### config.mk
export PLATFORM = sky130hd
export DESIGN_NAME = audio_resample_and_mix_unit_flat
export DESIGN_NICKNAME = d
export VERILOG_FILES = /design/src/rtl/ars_pkg.sv /design/src/rtl/ars_in_if.sv /design/src/rtl/ars_out_if.sv /design/src/rtl/ars_cfg_if.sv /design/src/rtl/audio_resample_and_mix_unit.sv /design/src/rtl/ars_front.sv /design/src/rtl/ars_queue.sv /design/src/rtl/ars_back.sv /design/src/flat_wrapper.sv
export SDC_FILE = /design/constraint.sdc
export NUM_CORES = 1
export LEC_CHECK = 0
export ABC_AREA = 1
export BUFFER_PORTS_ARGS = -buffer_cell sky130_fd_sc_hd__buf_2
export CORE_MARGIN = 2
export CORE_UTILIZATION = 60
export DETAILED_ROUTE_END_ITERATION = 10
export GPL_ROUTABILITY_DRIVEN = 0
export GPL_TIMING_DRIVEN = 1
export PLACE_DENSITY = 0.79
export REMOVE_ABC_BUFFERS = 1
export SLEW_MARGIN = 20
export SYNTH_ARGS = -nofsm -noshare
export SYNTH_HDL_FRONTEND = slang
export SYNTH_SLANG_ARGS = --single-unit
### constraint.sdc
create_clock -name i_clk -period 3.3 [get_ports i_clk]
set_input_delay 0.99 -clock i_clk [delete_from_list [all_inputs] [get_ports i_clk]]
set_output_delay 0.99 -clock i_clk [all_outputs]
set_load 0.03 [all_outputs]
### src/rtl/ars_pkg.sv
// ars_pkg: shared types and constants of the resample and mix unit.
// No dependencies; imported by every module of the block.
`timescale 1ns / 1ps
package ars_pkg;

    localparam int ACC_W       = 18;
    localparam int RATE_W      = 17;
    localparam int SRC_W       = 16;
    localparam int CNT_W       = 13;
    localparam int SMP_W       = 8;
    localparam int BURST_W     = 3;
    localparam int CFG_IDX_W   = 2;
    localparam int CFG_DATA_W  = 17;

    // frame_samples is 13 bits, so it never exceeds this cap
    localparam int MAX_FRAME_SAMPLES = 8192;

    localparam logic [ACC_W-1:0]   ACC_MAX   = {ACC_W{1'b1}};
    localparam logic [BURST_W-1:0] BURST_END = {BURST_W{1'b1}};

    localparam logic [CFG_IDX_W-1:0] REG_OUT_RATE      = 2'd0;
    localparam logic [CFG_IDX_W-1:0] REG_SOURCE_RATE   = 2'd1;
    localparam logic [CFG_IDX_W-1:0] REG_FRAME_SAMPLES = 2'd2;
    localparam logic [CFG_IDX_W-1:0] REG_MIX_MODE      = 2'd3;

    localparam logic [RATE_W-1:0] RST_OUT_RATE      = 17'd48000;
    localparam logic [SRC_W-1:0]  RST_SOURCE_RATE   = 16'd31440;
    localparam logic [CNT_W-1:0]  RST_FRAME_SAMPLES = 13'd800;

    typedef struct packed {
        logic [RATE_W-1:0] out_rate;
        logic [SRC_W-1:0]  source_rate;
        logic [CNT_W-1:0]  frame_samples;
        logic              mix_mode;
    } t_cfg;

    typedef struct packed {
        logic             frame_start;
        logic [SMP_W-1:0] sample;
    } t_item;

endpackage

### src/rtl/ars_in_if.sv
// ars_in_if: input channel, one source-rate word per handshake.
// Depends on ars_pkg for field widths.
`timescale 1ns / 1ps
interface ars_in_if;
    import ars_pkg::*;
    logic             valid;
    logic             ready;
    logic             frame_start;
    logic [SMP_W-1:0] primary_sample;
    logic [SMP_W-1:0] secondary_sample;

    modport source(output valid, frame_start, primary_sample, secondary_sample,
                   input ready);
    modport sink(input valid, frame_start, primary_sample, secondary_sample,
                 output ready);
endinterface

### src/rtl/ars_out_if.sv
// ars_out_if: output channel, one output-rate word per handshake.
// Depends on ars_pkg for field widths.
`timescale 1ns / 1ps
interface ars_out_if;
    import ars_pkg::*;
    logic             valid;
    logic             ready;
    logic [SMP_W-1:0] out_sample;
    logic             run_last;
    logic             frame_last;

    modport source(output valid, out_sample, run_last, frame_last, input ready);
    modport sink(input valid, out_sample, run_last, frame_last, output ready);
endinterface

### src/rtl/ars_cfg_if.sv
// ars_cfg_if: register write channel, index and data per word.
// Depends on ars_pkg for field widths.
`timescale 1ns / 1ps
interface ars_cfg_if;
    import ars_pkg::*;
    logic                  valid;
    logic                  ready;
    logic [CFG_IDX_W-1:0]  index;
    logic [CFG_DATA_W-1:0] data;

    modport source(output valid, index, data, input ready);
    modport sink(input valid, index, data, output ready);
endinterface

### src/rtl/audio_resample_and_mix_unit.sv
// Nearest-neighbor sample rate converter and two-source mixer. Each input
// word carries one source-rate sample pair; each output word is one
// output-rate sample. The back end loads the phase accumulator per input
// word in IDLE, then emits its output words (up to eight) in EMIT through
// its single accumulator subtractor; a word with no output still visits
// both states. A two-entry queue lets the front end take input
// words while the back end works or the output stalls. Register writes are
// always accepted in the cycle they are offered.
// Depends on ars_pkg, the ars_*_if interfaces, ars_front, ars_queue, ars_back.
`timescale 1ns / 1ps
module audio_resample_and_mix_unit
    import ars_pkg::*;
(
    input  logic      i_clk,
    input  logic      i_rst_n,
    ars_cfg_if.sink   i_cfg,
    ars_in_if.sink    i_in,
    ars_out_if.source o_out
);
    t_cfg  r_cfg;
    logic  w_full, w_empty, w_push, w_pop;
    t_item w_push_item, w_pop_item;

    assign i_cfg.ready = 1'b1;

    always_ff @(posedge i_clk) begin
        if (!i_rst_n) begin
            r_cfg.out_rate      <= RST_OUT_RATE;
            r_cfg.source_rate   <= RST_SOURCE_RATE;
            r_cfg.frame_samples <= RST_FRAME_SAMPLES;
            r_cfg.mix_mode      <= 1'b0;
        end else if (i_cfg.valid) begin
            unique case (i_cfg.index)
                REG_OUT_RATE:      r_cfg.out_rate      <= i_cfg.data[RATE_W-1:0];
                REG_SOURCE_RATE:   r_cfg.source_rate   <= i_cfg.data[SRC_W-1:0];
                REG_FRAME_SAMPLES: r_cfg.frame_samples <= i_cfg.data[CNT_W-1:0];
                REG_MIX_MODE:      r_cfg.mix_mode      <= i_cfg.data[0];
                default: ;
            endcase
        end
    end

    ars_front u_front (
        .i_in   (i_in),
        .i_cfg  (r_cfg),
        .i_full (w_full),
        .o_push (w_push),
        .o_item (w_push_item)
    );

    ars_queue u_queue (
        .i_clk   (i_clk),
        .i_rst_n (i_rst_n),
        .i_push  (w_push),
        .i_item  (w_push_item),
        .i_pop   (w_pop),
        .o_full  (w_full),
        .o_empty (w_empty),
        .o_item  (w_pop_item)
    );

    ars_back u_back (
        .i_clk   (i_clk),
        .i_rst_n (i_rst_n),
        .i_cfg   (r_cfg),
        .i_empty (w_empty),
        .i_item  (w_pop_item),
        .o_pop   (w_pop),
        .o_out   (o_out)
    );
endmodule

### src/rtl/ars_front.sv
// ars_front: accepts input words, forms the held sample (mix or 3/4 scale).
// Depends on ars_pkg and ars_in_if; feeds ars_queue.
`timescale 1ns / 1ps
module ars_front
    import ars_pkg::*;
(
    ars_in_if.sink  i_in,
    input  t_cfg    i_cfg,
    input  logic    i_full,
    output logic    o_push,
    output t_item   o_item
);
    logic [SMP_W:0]   w_sum;
    logic [SMP_W+1:0] w_triple;

    assign w_sum    = {1'b0, i_in.primary_sample} + {1'b0, i_in.secondary_sample};
    assign w_triple = {1'b0, i_in.primary_sample, 1'b0} + {2'b00, i_in.primary_sample};

    assign i_in.ready = !i_full;
    assign o_push     = i_in.valid && !i_full;

    always_comb begin
        o_item.frame_start = i_in.frame_start;
        if (i_cfg.mix_mode) begin
            o_item.sample = w_sum[SMP_W:1];
        end else begin
            o_item.sample = w_triple[SMP_W+1:2];
        end
    end
endmodule

### src/rtl/ars_queue.sv
// ars_queue: two-entry queue of classified words between front and back.
// Depends on ars_pkg.
`timescale 1ns / 1ps
module ars_queue
    import ars_pkg::*;
(
    input  logic  i_clk,
    input  logic  i_rst_n,
    input  logic  i_push,
    input  t_item i_item,
    input  logic  i_pop,
    output logic  o_full,
    output logic  o_empty,
    output t_item o_item
);
    t_item       r_mem [2];
    logic        r_wp;
    logic        r_rp;
    logic [1:0]  r_cnt;
    logic [1:0]  n_cnt;

    assign o_full  = (r_cnt == 2'd2);
    assign o_empty = (r_cnt == 2'd0);
    assign o_item  = r_mem[r_rp];

    always_comb begin
        n_cnt = r_cnt;
        if (i_push && !i_pop) begin
            n_cnt = r_cnt + 2'd1;
        end else if (i_pop && !i_push) begin
            n_cnt = r_cnt - 2'd1;
        end
    end

    always_ff @(posedge i_clk) begin
        if (!i_rst_n) begin
            r_wp  <= 1'b0;
            r_rp  <= 1'b0;
            r_cnt <= 2'd0;
        end else begin
            r_cnt <= n_cnt;
            if (i_push) begin
                r_wp <= !r_wp;
            end
            if (i_pop) begin
                r_rp <= !r_rp;
            end
        end
    end

    always_ff @(posedge i_clk) begin
        if (i_push) begin
            r_mem[r_wp] <= i_item;
        end
    end
endmodule

### src/rtl/ars_back.sv
// ars_back: phase accumulator, frame count and output register.
// Depends on ars_pkg and ars_out_if; drains ars_queue.
`timescale 1ns / 1ps
module ars_back
    import ars_pkg::*;
(
    input  logic     i_clk,
    input  logic     i_rst_n,
    input  t_cfg     i_cfg,
    input  logic     i_empty,
    input  t_item    i_item,
    output logic     o_pop,
    ars_out_if.source o_out
);
    localparam logic ST_IDLE = 1'b0;
    localparam logic ST_EMIT = 1'b1;

    logic               r_state, n_state;
    logic [ACC_W-1:0]   r_acc, n_acc;
    logic [CNT_W-1:0]   r_count, n_count;
    logic [BURST_W-1:0] r_burst, n_burst;
    logic [SMP_W-1:0]   r_sample;
    logic               r_out_valid, n_out_valid;
    logic [SMP_W-1:0]   r_out_sample;
    logic               r_out_run_last, r_out_frame_last;

    logic [ACC_W:0]     w_sum;
    logic [ACC_W-1:0]   w_acc_add;
    logic [ACC_W-1:0]   w_src;
    logic [ACC_W-1:0]   w_acc_sub;
    logic [CNT_W-1:0]   w_cnt_inc;
    logic               w_can_emit, w_more, w_slot_free, w_emit;

    assign w_sum       = {1'b0, r_acc} + {2'b00, i_cfg.out_rate};
    assign w_acc_add   = w_sum[ACC_W] ? ACC_MAX : w_sum[ACC_W-1:0];
    assign w_src       = {2'b00, i_cfg.source_rate};
    assign w_acc_sub   = r_acc - w_src;
    assign w_cnt_inc   = r_count + {{(CNT_W-1){1'b0}}, 1'b1};
    assign w_can_emit  = (r_count < i_cfg.frame_samples) && (r_acc >= w_src);
    assign w_more      = (r_burst != BURST_END) && (w_cnt_inc < i_cfg.frame_samples)
                         && (w_acc_sub >= w_src);
    assign w_slot_free = !r_out_valid || o_out.ready;
    assign w_emit      = (r_state == ST_EMIT) && w_slot_free && w_can_emit;
    assign o_pop       = (r_state == ST_IDLE) && !i_empty;

    assign o_out.valid      = r_out_valid;
    assign o_out.out_sample = r_out_sample;
    assign o_out.run_last   = r_out_run_last;
    assign o_out.frame_last = r_out_frame_last;

    always_comb begin
        n_state     = r_state;
        n_acc       = r_acc;
        n_count     = r_count;
        n_burst     = r_burst;
        n_out_valid = r_out_valid && !o_out.ready;
        unique case (r_state)
            ST_IDLE: begin
                if (!i_empty) begin
                    n_burst = '0;
                    n_state = ST_EMIT;
                    if (i_item.frame_start) begin
                        n_acc   = {1'b0, i_cfg.out_rate};
                        n_count = '0;
                    end else begin
                        n_acc = w_acc_add;
                    end
                end
            end
            ST_EMIT: begin
                if (w_slot_free) begin
                    if (w_can_emit) begin
                        n_acc       = w_acc_sub;
                        n_count     = w_cnt_inc;
                        n_burst     = r_burst + {{(BURST_W-1){1'b0}}, 1'b1};
                        n_out_valid = 1'b1;
                        if (!w_more) begin
                            n_state = ST_IDLE;
                        end
                    end else begin
                        n_state = ST_IDLE;
                    end
                end
            end
            default: n_state = ST_IDLE;
        endcase
    end

    always_ff @(posedge i_clk) begin
        if (!i_rst_n) begin
            r_state     <= ST_IDLE;
            r_acc       <= '0;
            r_count     <= '0;
            r_burst     <= '0;
            r_out_valid <= 1'b0;
        end else begin
            r_state     <= n_state;
            r_acc       <= n_acc;
            r_count     <= n_count;
            r_burst     <= n_burst;
            r_out_valid <= n_out_valid;
        end
    end

    always_ff @(posedge i_clk) begin
        if (o_pop) begin
            r_sample <= i_item.sample;
        end
        if (w_emit) begin
            r_out_sample     <= r_sample;
            r_out_run_last   <= !w_more;
            r_out_frame_last <= (w_cnt_inc == i_cfg.frame_samples);
        end
    end

`ifndef SYNTH
    a_count_in_frame: assert property (@(posedge i_clk) disable iff (!i_rst_n)
        w_emit |-> (r_count < i_cfg.frame_samples))
        else $error("emit past frame end");
    a_burst_limit: assert property (@(posedge i_clk) disable iff (!i_rst_n)
        (w_emit && r_burst == BURST_END) |=> o_out.run_last)
        else $error("burst of more than eight words");
    a_no_overwrite: assert property (@(posedge i_clk) disable iff (!i_rst_n)
        (r_out_valid && !o_out.ready) |-> !w_emit)
        else $error("output register overwritten");
    a_pop_in_idle: assert property (@(posedge i_clk) disable iff (!i_rst_n)
        o_pop |=> (r_state == ST_EMIT))
        else $error("pop without entering emit");
`endif
endmodule
### src/flat_wrapper.sv
// flat-port wrapper written by rule: the top's interface ports become plain ports
module audio_resample_and_mix_unit_flat import ars_pkg::*;
  (i_clk, i_rst_n, i_cfg_valid, i_cfg_index, i_cfg_data, i_cfg_ready, i_in_valid, i_in_frame_start, i_in_primary_sample, i_in_secondary_sample, i_in_ready, o_out_valid, o_out_out_sample, o_out_run_last, o_out_frame_last, o_out_ready);
  ars_cfg_if i_cfg_i ();
  ars_in_if i_in_i ();
  ars_out_if o_out_i ();
  input  logic i_clk;
  input  logic i_rst_n;
  input wire logic [$bits(i_cfg_i.valid)-1:0] i_cfg_valid;
  input wire logic [$bits(i_cfg_i.index)-1:0] i_cfg_index;
  input wire logic [$bits(i_cfg_i.data)-1:0] i_cfg_data;
  output wire logic [$bits(i_cfg_i.ready)-1:0] i_cfg_ready;
  input wire logic [$bits(i_in_i.valid)-1:0] i_in_valid;
  input wire logic [$bits(i_in_i.frame_start)-1:0] i_in_frame_start;
  input wire logic [$bits(i_in_i.primary_sample)-1:0] i_in_primary_sample;
  input wire logic [$bits(i_in_i.secondary_sample)-1:0] i_in_secondary_sample;
  output wire logic [$bits(i_in_i.ready)-1:0] i_in_ready;
  output wire logic [$bits(o_out_i.valid)-1:0] o_out_valid;
  output wire logic [$bits(o_out_i.out_sample)-1:0] o_out_out_sample;
  output wire logic [$bits(o_out_i.run_last)-1:0] o_out_run_last;
  output wire logic [$bits(o_out_i.frame_last)-1:0] o_out_frame_last;
  input wire logic [$bits(o_out_i.ready)-1:0] o_out_ready;
  assign i_cfg_i.valid = i_cfg_valid;
  assign i_cfg_i.index = i_cfg_index;
  assign i_cfg_i.data = i_cfg_data;
  assign i_cfg_ready = i_cfg_i.ready;
  assign i_in_i.valid = i_in_valid;
  assign i_in_i.frame_start = i_in_frame_start;
  assign i_in_i.primary_sample = i_in_primary_sample;
  assign i_in_i.secondary_sample = i_in_secondary_sample;
  assign i_in_ready = i_in_i.ready;
  assign o_out_valid = o_out_i.valid;
  assign o_out_out_sample = o_out_i.out_sample;
  assign o_out_run_last = o_out_i.run_last;
  assign o_out_frame_last = o_out_i.frame_last;
  assign o_out_i.ready = o_out_ready;
  audio_resample_and_mix_unit u_core (.i_clk(i_clk), .i_rst_n(i_rst_n), .i_cfg(i_cfg_i), .i_in(i_in_i), .o_out(o_out_i));
endmodule
==> results of run 1 <==
power by group through the flow:
stage / Clock, mW / Sequential [mW] / Combinational (mW)
after floorplan: 0 / 2.16 / 2.38
after global placement: 0 / 2.12 / 3.24
after detailed placement: 0 / 2.13 / 3.30
after CTS: 1.91 / 2.10 / 3.34
after global routing: 1.99 / 2.13 / 3.81
final: 1.92 / 2.11 / 3.40
per-stage QoR:
step / instance area (um^2) / std cells / setup slack, ns
2_1_floorplan: 8260 / 1134 / 0.482
3_5_place_dp: 8830 / 1376 / 0.239
4_1_cts: 9430 / 1408 / 0.237
6_report: 9440 / 1408 / 0.182
5_1_grt: 9440 / 1408 / 0.000170
3_3_place_gp: 8830 / 1376 / 0.271
registers in the layout, indices dropped and copies added (netlist names), named ones only:
| signal | cells |
|---|---|
| u_core.u_back.r_burst | 3 |
| u_core.u_queue.r_rp | 1 |
| u_core.r_cfg | 47 |
| u_core.u_queue.r_mem | 18 |
| u_core.u_back.r_state | 1 |
| u_core.u_queue.r_cnt | 2 |
| u_core.u_back.o_out.run_last | 1 |
| u_core.u_queue.r_wp | 1 |
| u_core.u_back.o_out.out_sample | 8 |
| u_core.u_back.r_count | 13 |
| u_core.u_back.o_out.frame_last | 1 |
| u_core.u_back.r_sample | 8 |
| u_core.u_back.r_acc | 18 |
| u_core.u_back.o_out.valid | 1 |
area by class of cell:
class                           instances  area (um^2)
Clock buffer                           20          437
Multi-Input combinational cell        876         4920
Sequential cell                       124         2840
Inverter                              134          503
Clock inverter                         12          163
Tap cell                              180          225
Fill cell                            1212         4390
Timing Repair Buffer                   62          348
layout by cell type (no fill, tap or decap), types with 2 or more instances in the layout:
cell type | Yosys | final
bufinv_16 | 0 | 3
nand3_2 | 4 | 4
fa_1 | 3 | 2
o211ai_1 | 12 | 12
edfxtp_1 | 36 | 36
nand3_1 | 45 | 45
inv_1 | 126 | 126
nor3_1 | 8 | 8
a21oi_2 | 4 | 4
nand4_1 | 19 | 19
clkbuf_16 | 0 | 17
clkbuf_1 | 16 | 3
xor2_1 | 27 | 27
nand3b_1 | 6 | 6
o21ai_1 | 14 | 14
o22ai_1 | 2 | 2
o21bai_1 | 5 | 5
nand2_4 | 4 | 4
nor2_1 | 113 | 113
clkinvlp_4 | 0 | 2
buf_2 | 7 | 52
nand2_2 | 4 | 4
clkinv_4 | 0 | 3
buf_4 | 2 | 9
and2_1 | 2 | 2
dfxtp_1 | 88 | 88
inv_6 | 0 | 3
nor2_2 | 5 | 5
xnor2_1 | 8 | 8
o21ai_0 | 71 | 71
nand2_1 | 293 | 293
a21o_1 | 3 | 3
a21oi_1 | 122 | 122
o21a_1 | 4 | 4
ha_1 | 86 | 86
o21ai_2 | 2 | 2
inv_2 | 7 | 7
cell families after synthesis:
| family | Yosys count | synth area share, % |
|---|---|---|
| AOI/OAI and AO/OA | 241 | 15.4 |
| xor gates and xnor gates | 35 | 3.64 |
| adders and majority gates | 89 | 13.5 |
| buffers and inverters | 164 | 8.03 |
| DFF | 124 | 33.7 |
| other | 1 | 0.0445 |
| and+or+nand+nor | 510 | 25.7 |
worst max-delay path, delay by kind of cell (launching register included):
family	cells	cell delay (ns)
and+or+nand+nor	12	1.09
xor gates and xnor gates	1	0.12
buffers and inverters	3	0.25
adders and majority gates	3	0.75
DFF	1	0.39
AOI/OAI and AO/OA	2	0.25
worst paths after layout:
path	start	endpoint	slack (ns)
setup reg to reg	u_core.u_back.r_acc[0]	u_core.u_back.o_out.run_last	0.18
hold / removal	u_core.u_back.r_sample[5]	u_core.u_back.o_out.out_sample[5]	0.42
setup / recovery	u_core.u_back.r_acc[0]	u_core.u_back.o_out.run_last	0.18
hold reg to reg	u_core.u_back.r_sample[5]	u_core.u_back.o_out.out_sample[5]	0.42
routing by layer:
| layer | vias up | track usage, % | routed length (um) |
|---|---|---|---|
| met1 | 3661 | 41.2 | 9780 |
| met3 | 41 | 6.51 | 1570 |
| met5 | - | 0 | 0 |
| li1 | 3980 | - | - |
| met4 | 0 | 9.27 | 449 |
| met2 | 294 | 47.6 | 9600 |
repair_timing:
action | in CTS | in global routing
resized for setup | 0 | 2
hold buffers | 0 | 0
endpoints found under the setup margin | 0 | 3
==> impl_metrics.py, run 1 <==
metrics = {
    "yosys": {
        "yosysMostFrequentCell": "nand2_1",
        "yosys-top-cells-count": "293 x nand2_1, 126 x inv_1, 122 x a21oi_1",
        "synth_seq_area_share_pct": 33.7,
        "ys_warn_count": 0,
        "synth_area_leaders": "dfxtp_1 21%, nand2_1 13%, edfxtp_1 13%",
        "synth_flop_cell": "dfxtp_1",
        "synthCells": 1164,
        "synth_enable_flop_cells": 36,
        "yosysTopAreaCellShare_pct": 20.9,
        "synthArstFlopShare_pct": 0,
        "yosysTopAreaCell": "dfxtp_1",
        "synth_cell_types": 44,
        "syn-cell-area_mm2": 0.00843,
        "synth_seq_cells": 124,
        "synth_area_per_cell_um2": 7.24,
    },
    "timing": {
        "rsz0062_at_grt": "false",
        "fin_setup_tns_ns": 0,
        "fmax_ghz": 0.321,
        "worstMarginPinSlew_ns": 0.802,
        "slew_headroom_pct": 46.3,
        "slew_violations": 0,
        "whs_ns": 0.421,
        "final-setup-viol-count": 0,
        "hold_viol_final": 0,
        "fin_skew_ns": 0.00788,
        "min_period_over_period_pct": 94.5,
        "fin_crit_ns": 3.12,
    },
    "placement": {
        "dp_hpwl_um": 16100,
        "port_buffers": 52,
    },
    "worst_setup_path": {
        "arrival_ns": 3.29,
        "crit_type": "flip-flop to flip-flop",
        "cpMaxStageDelayCell": "dfxtp_1",
        "path_max_fanout": 4,
        "endpoint_kind": "flip-flop",
        "worstPathCellList": "inv_1, ha_1, inv_1, fa_2, nand3_1, nand3_1, nand2_1, nand2_1, inv_1, o21bai_1, xor2_1, ha_1, nand2_1, nor2_1, nand4_1, nor2_1, nor2_1, nand2_1, a21oi_1, nand3_1, nand2_1",
        "reg2reg_depth": 21,
        "worstPathRequired_ns": 3.48,
        "max_stage_delay_ns": 0.39,
        "cp_common_cell": "nand2_1",
        "cp-start-kind": "flip-flop",
    },
    "die": {
        "coreArea_mm2": 0.0138,
        "io_pins": 54,
        "fp.dieW_um": 123,
        "rows": 43,
        "die-area_mm2": 0.0150,
        "initial_core_util_pct": 61.0,
        "die_h_um": 123,
    },
    "route": {
        "drc": 0,
        "antenna_left": 0,
        "drtPass1Iterations": 6,
        "via_per_inst": 5.66,
        "via_count": 7976,
        "routed_wl_um": 21400,
        "drt_iter0_drc": 804,
        "wire_per_inst_um": 15.2,
    },
    "pwr": {
        "p_total_mw": 7.42,
        "netSwitchingPower_mw": 3.19,
        "power_density_mw_per_mm2": 786,
        "pwr-share-clk_pct": 25.8,
        "comb_power_share_pct": 45.8,
        "p_int_mw": 4.22,
        "leakage_nw": 4.53,
        "p_sw_share_pct": 43.0,
        "ir_drop_mv": 0.557,
        "seq_power_share_pct": 28.4,
    },
    "outcome": {
        "status": "complete, no violations",
    },
    "finish": {
        "area_growth_pct": 11.9,
        "utilization_pct": 68.2,
        "layout.nets": 1345,
        "n_antenna_cell": 0,
        "drive_above_1_share_pct": 10.3,
    },
    "grt": {
        "first_global_vias": 7222,
        "grt_pass1_wl_um": 35000,
        "antenna_found_initial": 0,
        "grt.overflow.total": 0,
        "grt_util_all_layers_pct": 30.1,
        "grt_max_degree": 47,
    },
    "clock_tree": {
        "cts_setup_buffers": 0,
        "root_buffer": "clkbuf_16",
        "clock_path_buffers": 2,
        "cts.clk_slew.worst_paths_ns": 0.06,
        "clk-insertion-delay-late_ns": 0.43,
        "cts_buffers": 17,
        "cts_tree": "built",
        "htree_levels": 4,
        "cts_sinks": 124,
    },
    "worst_hold_path": {
        "hold_depth": 0,
        "hp-class": "flip-flop to flip-flop",
    },
    "flow_run": {
        "cap_violations": 0,
    },
}
(Power assumes the default switching activity.)
==> run 2: changes to the inputs <==
- RECOVER_POWER: unset -> 25
==> impl_metrics.py, run 2 (synthesized netlist as in run 1, its figures left out) <==
metrics = {
    "route": {
        "drt_iter0_drc": 820,
        "via_per_inst": 5.65,
        "drtPass1Iterations": 5,
        "antenna_left": 0,
        "routed_wl_um": 21400,
        "drc": 0,
        "via_count": 7960,
        "wire_per_inst_um": 15.2,
    },
    "die": {
        "io_pins": 54,
        "rows": 43,
        "die_h_um": 123,
        "initial_core_util_pct": 61.0,
        "fp.dieW_um": 123,
        "coreArea_mm2": 0.0138,
        "die-area_mm2": 0.0150,
    },
    "worst_hold_path": {
        "hold-path-endpoint": "u_core.u_back.o_out.out_sample[5]",
        "hold_depth": 0,
        "hold_start": "u_core.u_back.r_sample[5]",
        "hp-class": "flip-flop to flip-flop",
    },
    "timing": {
        "fin_setup_tns_ns": 0,
        "slew_violations": 0,
        "worst_slack_ns": 0.172,
        "final-setup-viol-count": 0,
        "fin_crit_ns": 3.13,
        "min_period_over_period_pct": 94.8,
        "hold_viol_final": 0,
        "slew_headroom_pct": 3.85,
        "fmax_ghz": 0.320,
        "fin_skew_ns": 0.00713,
        "rsz0062_at_grt": "false",
        "worstMarginPinSlew_ns": 1.44,
    },
    "worst_setup_path": {
        "crit_type": "flip-flop to flip-flop",
        "r2r-start": "u_core.u_back.r_acc[0]",
        "r2r-end": "u_core.u_back.o_out.run_last",
        "arrival_ns": 3.30,
        "endpoint_kind": "flip-flop",
        "crit_start": "u_core.u_back.r_acc[0]",
        "cp-start-kind": "flip-flop",
        "reg2reg_slack_ns": 0.17,
        "reg2reg_depth": 21,
        "path_max_fanout": 4,
        "worstPathRequired_ns": 3.48,
    },
    "grt": {
        "grt_util_all_layers_pct": 30.1,
        "grt.overflow.total": 0,
        "antenna_found_initial": 0,
        "grt_max_degree": 47,
        "first_global_vias": 7222,
        "grt_pass1_wl_um": 35000,
    },
    "clock_tree": {
        "clock_path_buffers": 2,
        "cts_setup_buffers": 0,
        "cts.clk_slew.worst_paths_ns": 0.06,
        "cts_buffers": 17,
        "root_buffer": "clkbuf_16",
        "clk-insertion-delay-late_ns": 0.43,
        "cts_sinks": 124,
        "cts_tree": "built",
        "htree_levels": 4,
    },
    "outcome": {
        "status": "complete, no violations",
    },
    "finish": {
        "n_antenna_cell": 0,
        "largest-register": "u_core.r_cfg",
        "drive_above_1_share_pct": 9.93,
        "largestRegisters": "u_core.r_cfg: 47 flops, u_core.u_back.r_acc: 18 flops, u_core.u_queue.r_mem: 18 flops",
        "largest_register_ffs": 47,
        "area_growth_pct": 11.8,
        "layout.nets": 1345,
        "final_common_cell": "nand2_1",
        "layout_common_cells": "293 x nand2_1, 127 x inv_1, 122 x a21oi_1",
    },
    "placement": {
        "post-place-ws_ns": 0.239,
        "dp_hpwl_um": 16100,
        "port_buffers": 52,
    },
    "pwr": {
        "leakage_nw": 4.52,
        "p_total_mw": 7.41,
        "ir_drop_mv": 0.554,
        "power_density_mw_per_mm2": 786,
    },
    "flow_run": {
        "cap_violations": 0,
    },
}
-- run 2: changes by cell type in the layout (fill, tap and decap cells not counted) --
cell,before,now
buf_2,52,51
clkbuf_1,3,5
inv_2,7,6
buf_4,9,8
inv_1,126,127
dlymetal6s4s_1,0,1
buf_12,1,0
-- run 2: what timing repair did --
action / 4_1_cts / 5_1_grt
hold buffers: 0 / 0
gates resized for setup: 0 / 2
endpoints found under the setup margin: 0 / 3
-- run 2: through the flow --
| step | cells | utilization, % | instance area, um^2 | hold slack [ns] |
|---|---|---|---|---|
| 3_3_place_gp | 1376 | 63.8 | 8830 | 0.403 |
| 5_1_grt | 1408 | 68.2 | 9420 | 0.436 |
| 6_report | 1408 | 68.2 | 9420 | 0.421 |
| 3_5_place_dp | 1376 | 63.8 | 8830 | 0.405 |
| 2_1_floorplan | 1134 | - | 8260 | 0.400 |
| 4_1_cts | 1408 | 68.2 | 9430 | 0.422 |
-- run 2: critical path: stages (launching register included) --
cell and delay [ns]:
dfxtp_1 0.39, inv_1 0.06, ha_1 0.21, inv_1 0.13, fa_2 0.25, nand3_1 0.07
nand3_1 0.12, nand2_1 0.07, nand2_1 0.16, inv_1 0.06, o21bai_1 0.19, xor2_1 0.12
ha_1 0.29, nand2_1 0.07, nor2_1 0.14, nand4_1 0.10, nor2_1 0.10, nor2_1 0.04
nand2_1 0.09, a21oi_1 0.07, nand3_1 0.08, nand2_1 0.05
-- run 2: layer usage --
metal / track usage, % / vias up / part of all wire [%] / wire length [um]
met5: 0 / - / 0 / 0
met4: 9.27 / 0 / 2.0 / 433
met3: 6.51 / 41 / 7.7 / 1650
met2: 47.6 / 290 / 45 / 9640
met1: 41.2 / 3654 / 45 / 9680
li1: - / 3975 / - / -
-- run 2: final cells by class --
class                           instances  area, um^2
Clock inverter                         12         163
Timing Repair Buffer                   62         335
Inverter                              134         503
Tap cell                              180         225
Fill cell                            1211        4400
Multi-Input combinational cell        876        4920
Sequential cell                       124        2840
Clock buffer                           20         437
-- run 2: worst max-delay path by stage --
stage                                         to  cells past startpoint  slack, ns
floorplan             u_core.u_queue.r_mem[0][6]                     13       0.48
global placement      u_core.u_queue.r_mem[0][6]                     14       0.27
detailed placement    u_core.u_queue.r_mem[0][6]                     14       0.24
CTS                 u_core.u_back.o_out.run_last                     20       0.24
global route               u_core.u_back.r_state                     22     0.0002
finish              u_core.u_back.o_out.run_last                     21       0.17
-- run 2: where the power goes --
group          switching [mW]  internal [mW]
clock                   0.720           1.19
sequential              0.194           1.91
combinational            2.28           1.11
